[src/hw/rtl/psf_pkg.sv]
// types and constants shared by the polygon streamfunction flux block
// no dependencies; imported by psf_divsqrt and polygon_streamfunction_flux
`default_nettype none

package psf_pkg;

  // shared multiplier operand and product widths
  localparam int MULW  = 32;
  localparam int PRODW = 64;
  // width of the iteration count handed to the divide/root unit
  localparam int ITW   = 6;
  // width of the wide datapath words in the divide/root unit
  localparam int DATAW = 64;

  // sequencer states
  typedef enum logic [4:0] {
    ST_IDLE,
    ST_MSQ,
    ST_MACC,
    ST_MSQRT_GO,
    ST_MSQRT_WAIT,
    ST_EDGE,
    ST_U0_GO,
    ST_U0_WAIT,
    ST_U1_GO,
    ST_U1_WAIT,
    ST_WSQ,
    ST_WACC,
    ST_WSQRT_GO,
    ST_WSQRT_WAIT,
    ST_A_MUL,
    ST_A_GO,
    ST_A_WAIT,
    ST_D_MUL,
    ST_D_ACC,
    ST_EDGE_END,
    ST_POST
  } psf_state_t;

  // command to the divide/root unit
  typedef struct packed {
    logic           start;
    logic           is_sqrt;
    logic [ITW-1:0] iters;
  } psf_cmd_t;

  // status from the divide/root unit
  typedef struct packed {
    logic done;
    logic rem_nz;
  } psf_stat_t;

endpackage

`default_nettype wire

[src/hw/rtl/psf_divsqrt.sv]
// shared iterative unit: restoring division or integer square root, one bit a cycle
// depends on psf_pkg
`default_nettype none

module psf_divsqrt (
  input  logic                        clk,
  input  logic                        rst,
  input  psf_pkg::psf_cmd_t           cmd,
  input  logic [psf_pkg::DATAW-1:0]   num,
  input  logic [psf_pkg::DATAW-1:0]   den,
  output psf_pkg::psf_stat_t          stat,
  output logic [psf_pkg::DATAW-1:0]   result
);
  import psf_pkg::*;

  logic [DATAW-1:0] rem;
  logic [DATAW-1:0] acc;
  logic [DATAW-1:0] step;
  logic [ITW-1:0]   cnt;
  logic             busy;
  logic             done;
  logic             mode;
  logic [DATAW-1:0] trial;
  logic             fits;

  // trial subtrahend: shifted divisor, or root plus current bit pair
  assign trial = mode ? (acc + step) : step;
  assign fits  = (rem >= trial);

  // iteration registers
  always_ff @(posedge clk) begin
    if (rst) begin
      busy <= 1'b0;
      done <= 1'b0;
      cnt  <= '0;
    end else begin
      done <= 1'b0;
      if (cmd.start) begin
        busy <= 1'b1;
        cnt  <= cmd.iters;
        mode <= cmd.is_sqrt;
        rem  <= num;
        acc  <= '0;
        if (cmd.is_sqrt) begin
          step <= DATAW'(1) << ({cmd.iters, 1'b0} - (ITW+1)'(2));
        end else begin
          step <= den << (cmd.iters - ITW'(1));
        end
      end else if (busy) begin
        if (fits) begin
          rem <= rem - trial;
          acc <= mode ? ((acc >> 1) + step) : {acc[DATAW-2:0], 1'b1};
        end else begin
          acc <= mode ? (acc >> 1) : {acc[DATAW-2:0], 1'b0};
        end
        step <= mode ? (step >> 2) : (step >> 1);
        cnt  <= cnt - ITW'(1);
        if (cnt == ITW'(1)) begin
          busy <= 1'b0;
          done <= 1'b1;
        end
      end
    end
  end

  // status and result
  assign stat.done   = done;
  assign stat.rem_nz = (rem != '0);
  assign result      = acc;

endmodule

`default_nettype wire

[config.mk]
export PLATFORM = sky130hd
export DESIGN_NAME = psf_divsqrt
export DESIGN_NICKNAME = d
export VERILOG_FILES = /design/src/hw/rtl/psf_pkg.sv /design/src/hw/rtl/psf_divsqrt.sv
export SDC_FILE = /design/constraint.sdc
export NUM_CORES = 1
export LEC_CHECK = 0
export BUFFER_PORTS_ARGS = -buffer_cell sky130_fd_sc_hd__buf_4
export CELL_PAD_IN_SITES_DETAIL_PLACEMENT = 0
export CELL_PAD_IN_SITES_GLOBAL_PLACEMENT = 2
export CORE_MARGIN = 5
export CORE_UTILIZATION = 40
export DETAILED_ROUTE_END_ITERATION = 7
export PLACE_DENSITY = 0.95
export SKIP_CTS_REPAIR_TIMING = 1
export SLEW_MARGIN = 40
export SYNTH_ARGS = -nofsm -noshare
export SYNTH_HDL_FRONTEND = slang
export SYNTH_SLANG_ARGS = --single-unit
[constraint.sdc]
create_clock -name clk -period 23.1 [get_ports clk]
set_input_delay 2.31 -clock clk [delete_from_list [all_inputs] [get_ports clk]]
set_output_delay 2.31 -clock clk [all_outputs]
set_load 0.01 [all_outputs]
Yosys cells after proc, flatten, opt, wreduce, memory -nomap -nowiden

Cells that the tools add are included.

$lt $le $gt $ge: 1
Shift-type cells: 2
Add/sub/neg operators: 6
Bitwise logic cells: 2
Equality and inequality tests: 1
Mux-type cells: 18
Reduce and logical (&&, ||, !) cells: 7

Operators with widths:

| operator                                             | count |
|---|---|
| 2-to-1 mux 64 bit                                    | 11 |
| adder 63 x 64 -> 64 bit                              | 1 |
| adder 64 bit                                         | 1 |
| >= comparator 64 bit                                 | 1 |
| nonzero test 64 bit                                  | 1 |
| << shifter 1 x 7 -> 64 bit (first input constant)    | 1 |
| << shifter 64 x 6 -> 64 bit                          | 1 |
| subtractor 64 bit                                    | 1 |
| 2-to-1 mux 63 bit                                    | 1 |
| 2-to-1 mux 6 bit                                     | 2 |
| subtractor 6 x 1 -> 6 bit (second input constant)    | 2 |
| subtractor 7 x 2 -> 7 bit (second input constant)    | 1 |
| equality test 6 x 1 -> 1 bit (second input constant) | 1 |
| 2-to-1 mux 1 bit                                     | 4 |
| AND reduction 2 bit                                  | 2 |
| nonzero test 2 bit                                   | 2 |
| AND reduction 3 bit                                  | 1 |
| OR reduction 3 bit                                   | 1 |
| inverter 1 bit                                       | 2 |

Register bits: 201
Output and inout bits: 66
Bits of input ports: 138

Depth between registers and ports, before layout

Depth after elaboration: 6
Gate-level depth with buffers: 28
Gate-level depth less buffers: 24

Worst setup path after synthesis

OpenSTA, ideal clock, no wires.

Kind: input to register
Start: in cmd[7] (netlist name)
End: reg rem[0] (enable)
Arrival: 13.226 ns
Setup time: 0.584 ns
Cell stages on the path: 5
Slack: 9.290 ns
Data required time: 22.516 ns
Buffers on the path: 2
Cell sequence: clkbuf_1 > buf_1 > nor2_1 > nor2_1 > a21boi_0

Longest elaborated chain between the ends: 2
Elaborated cells between the ends (all ways): 3

Ends and longest elaborated chain:

| element                                | line              | text |
|---|---|---|
| from (decl)                            | psf_divsqrt.sv:8  | `input psf_pkg::psf_cmd_t cmd,` |
| nonzero test 2 bit (no source line)    | --                |  |
| AND reduction 3 bit (no source line) * | --                |  |
| to (signal assigned)                   | psf_divsqrt.sv:42 | `rem <= num;` |
| to (signal assigned)                   | psf_divsqrt.sv:51 | `rem <= rem - trial;` |
| to (decl)                              | psf_divsqrt.sv:16 | `logic [DATAW-1:0] rem;` |

Mark *: on every way between the ends. The rest lies on a longest branch, timed or not.
A chain may end at the register's enable or synchronous reset.

Worst setup path in the final report

Start: reg acc[6] (netlist: result[6])
End: reg rem[45] (enable)

Longest elaborated chain between the ends: 5

Ends and longest elaborated chain:

| element                              | line              | text |
|---|---|---|
| from (decl)                          | psf_divsqrt.sv:17 | `logic [DATAW-1:0] acc;` |
| from (signal assigned)               | psf_divsqrt.sv:52 | `acc <= mode ? ((acc >> 1) + step) : {acc[DATAW-2:0], 1'b1};` |
| from (signal assigned)               | psf_divsqrt.sv:54 | `acc <= mode ? (acc >> 1) : {acc[DATAW-2:0], 1'b0};` |
| adder 64 bit                         | psf_divsqrt.sv:27 | `assign trial = mode ? (acc + step) : step;` |
| 2-to-1 mux 64 bit                    | psf_divsqrt.sv:27 |  |
| >= comparator 64 bit                 | psf_divsqrt.sv:28 | `assign fits = (rem >= trial);` |
| nonzero test 2 bit (no source line)  | --                |  |
| AND reduction 3 bit (no source line) | --                |  |

No other way between the ends.

==> results.ini <==
[status]
status = finished clean

[sta]
fmax_ghz = 0.1321
period_share_pct = 32.78
max_slew_margin_pct = 40.69
drv_slew = 0
hold_viol = 0
setup_tns_ps = 0
setup-violations-final = 0
rsz0062_at_grt = false
finClkSkew_ps = 18.85
post-route-min-period_ps = 7573
tightestPinTransition_ps = 881.6

[die]
core_area_um2 = 64350
num_rows = 93
initial_utilization_pct = 40.29
die-area_um2 = 70010
boundaryPins = 204
die_w_um = 264.6
die_h_um = 264.6

[run]
cap_violations = 0

[yosys]
synth_top_area_share_pct = 22.35
yosys_warnings = 0
synth_nets = 3710
ys_types = 84
synth.most_common_cell = nand2_1
yosysSeqAreaShare_pct = 22.97
yosys.area.top_type = edfxtp_1
synth_area_per_cell_um2 = 7.689
synthArstFlopShare_pct = 0
synth_edf_count = 193
ys_ff_latch = 201
synth_cells = 3372
netlist_top_cells_area = edfxtp_1 (22%), ha_1 (9.5%), a21oi_1 (7.8%)
netlist_area_um2 = 25930
ys.flop_type = edfxtp_1
synth_commonest_cells = nand2_1 (494), a21oi_1 (402), o21ai_0 (263)

[clocking]
cts.clk_slew.worst_paths_ps = 60
clkLatencyLatePin_ps = 600
numCtsBuffers = 28
htreeDepth = 1
cts_tree = yes
clock_path_buffers = 3
cts_num_sinks = 201
clockRootBuffer = clkbuf_16

[critical_path]
cp.required_ps = 23360
r2r_setup_slack_ps = 15530
r2r-start = result[6]$_SDFFCE_PP0P_
reg2reg_depth = 22
endpoint = rem[45]$_DFFE_PP_
setup.worst_path.start = result[6]$_SDFFCE_PP0P_
crit_arrival_ps = 7840
r2r_end = rem[45]$_DFFE_PP_
endpoint_kind = register
path_class = reg2reg
cp_max_fo = 64
startpoint_type = register

[drt]
drt-initial-drc-count = 2719
firstDrtPassIters = 7
num_vias = 26797
postRouteAntennaNets = 0
via_per_inst = 6.257
wirelength_um = 101000
drt_drc_violations_left = 0
wl_per_cell_um = 23.59

[placed_design]
dp_hpwl_um = 79050
place_inst = 4232
routabilityCongestion = 0.9554
io_buffers = 203

[pwr]
p_sw_w = 0.001050
p_total_w = 0.002233
seqPwrFrac_pct = 23.6
internal_power_w = 0.001184
powerDensity_nw_per_um2 = 77.28
p_leak_nw = 11.57
switching_share_pct = 47.00
combPwrFrac_pct = 56.7
ir_drop_uv = 61.46
clkPwrFrac_pct = 19.7

[global_route]
grt_util_met1_pct = 36.32
overflow = 0
grt_max_degree = 146
antenna_found_initial = 2
grt_usage_pct = 27.22
grtUsageMet2_pct = 44.19
grt_pass1_wl_um = 152200
grt_pass1_vias = 25164
met3_usage_pct = 4.464
grt_busiest_layer = met2

[final_layout]
layoutNonFillerInstCount = 4283
diodes = 0
drive_gt1_share_pct = 10.97
area_delta_synth_final_pct = 11.46
fin_nets = 3745

[min_path]
hold_class = reg2reg

==> area by class of cell <==
type,instances,area [um2]
inverters,83,311.5
flip-flops and latches,201,5956
clock inverters,16,172.7
repair buffers,227,1778
multi-input cells,2866,18880
well taps,855,1070
fillers,6631,35450
clock buffers,35,726.9
==> placed cells by master, fill, tap and decap left out, types with 60 or more instances in the layout <==
cell type / instances
a21o_1: 121
a21oi_1: 402
buf_4: 217
edfxtp_1: 193
ha_1: 196
inv_1: 80
mux2i_1: 63
nand2_1: 494
nand3_1: 71
nand4_1: 75
nor2_1: 248
nor2b_1: 74
o21ai_0: 261
xnor2_1: 89
xor2_1: 60
==> cell families after synthesis <==
logic type	Yosys count	share of synthesized area, %
adder cells (fa/ha/maj)	200	9.739
XOR/XNOR	157	5.304
flip-flops	201	22.97
multiplexers	115	6.341
AND/OR/NAND/NOR	1158	20.43
AO/OA/AOI/OAI	1236	30.51
buffers and inverters	305	4.701
==> worst max-delay path, cell delays in order, from the launching register on <==
cell	delay (ps)
edfxtp_1	480
ha_1	420
a21o_1	210
a221o_1	360
a21boi_0	170
a21boi_0	550
o221ai_1	440
a2111o_1	570
nand2_1	140
o21ai_0	100
xor2_1	160
a21oi_1	230
ha_1	360
nand2_1	210
o21ai_0	160
a21oi_1	160
o21ai_1	90
a221o_1	360
a211o_1	340
or4b_1	820
nand2_8	460
a21boi_4	100
buf_6	300
==> power by group through the flow <==
stage | Clock (W) | Sequential [W] | Combinational [W]
3_3_place_gp | 0 | 0.000533 | 0.00125
4_1_cts | 0.000445 | 0.000526 | 0.00125
3_5_place_dp | 0 | 0.000533 | 0.00125
2_1_floorplan | 0 | 0.000512 | 0.000900
5_1_grt | 0.000459 | 0.000529 | 0.00139
6_report | 0.000440 | 0.000527 | 0.00127
==> registers in the layout (all words and copies together) (netlist names) <==
signal	count
done	1
busy	1
cnt	6
result	64
mode	1
rem	64
step	64
==> routing by layer <==
layer  wire length, um  up-vias  part of all wire [%]
met5                13        -                 0.013
met4              4781        2                   4.7
met3              7909      185                   7.8
met2             46070     1105                    46
met1             42260    12719                    42
li1                  -    12786                     -
==> through the flow <==
step	hold slack (ps)	area, um2	utilization [%]	worst slack (ps)
floorplan	535.1	25930	-	9290
global route	643.0	28900	44.91	15030
finish	609.9	28900	44.91	15530
detailed placement	599.2	27980	43.48	15450
CTS	609.8	28880	44.88	15410
global placement	609.4	27930	43.40	15330
==> worst min path at each step <==
stage / from / to / slack, ps / cells past startpoint
2_1_floorplan: cnt[5]$_SDFFE_PP0N_ / done$_SDFF_PP0_ / 540 / 3
3_3_place_gp: busy$_SDFF_PP0_ / done$_SDFF_PP0_ / 610 / 1
3_5_place_dp: busy$_SDFF_PP0_ / done$_SDFF_PP0_ / 600 / 1
4_1_cts: busy$_SDFF_PP0_ / done$_SDFF_PP0_ / 610 / 1
5_1_grt: busy$_SDFF_PP0_ / done$_SDFF_PP0_ / 640 / 1
6_report: busy$_SDFF_PP0_ / done$_SDFF_PP0_ / 610 / 1
No activity file was read; power rests on OpenSTA's default activity.
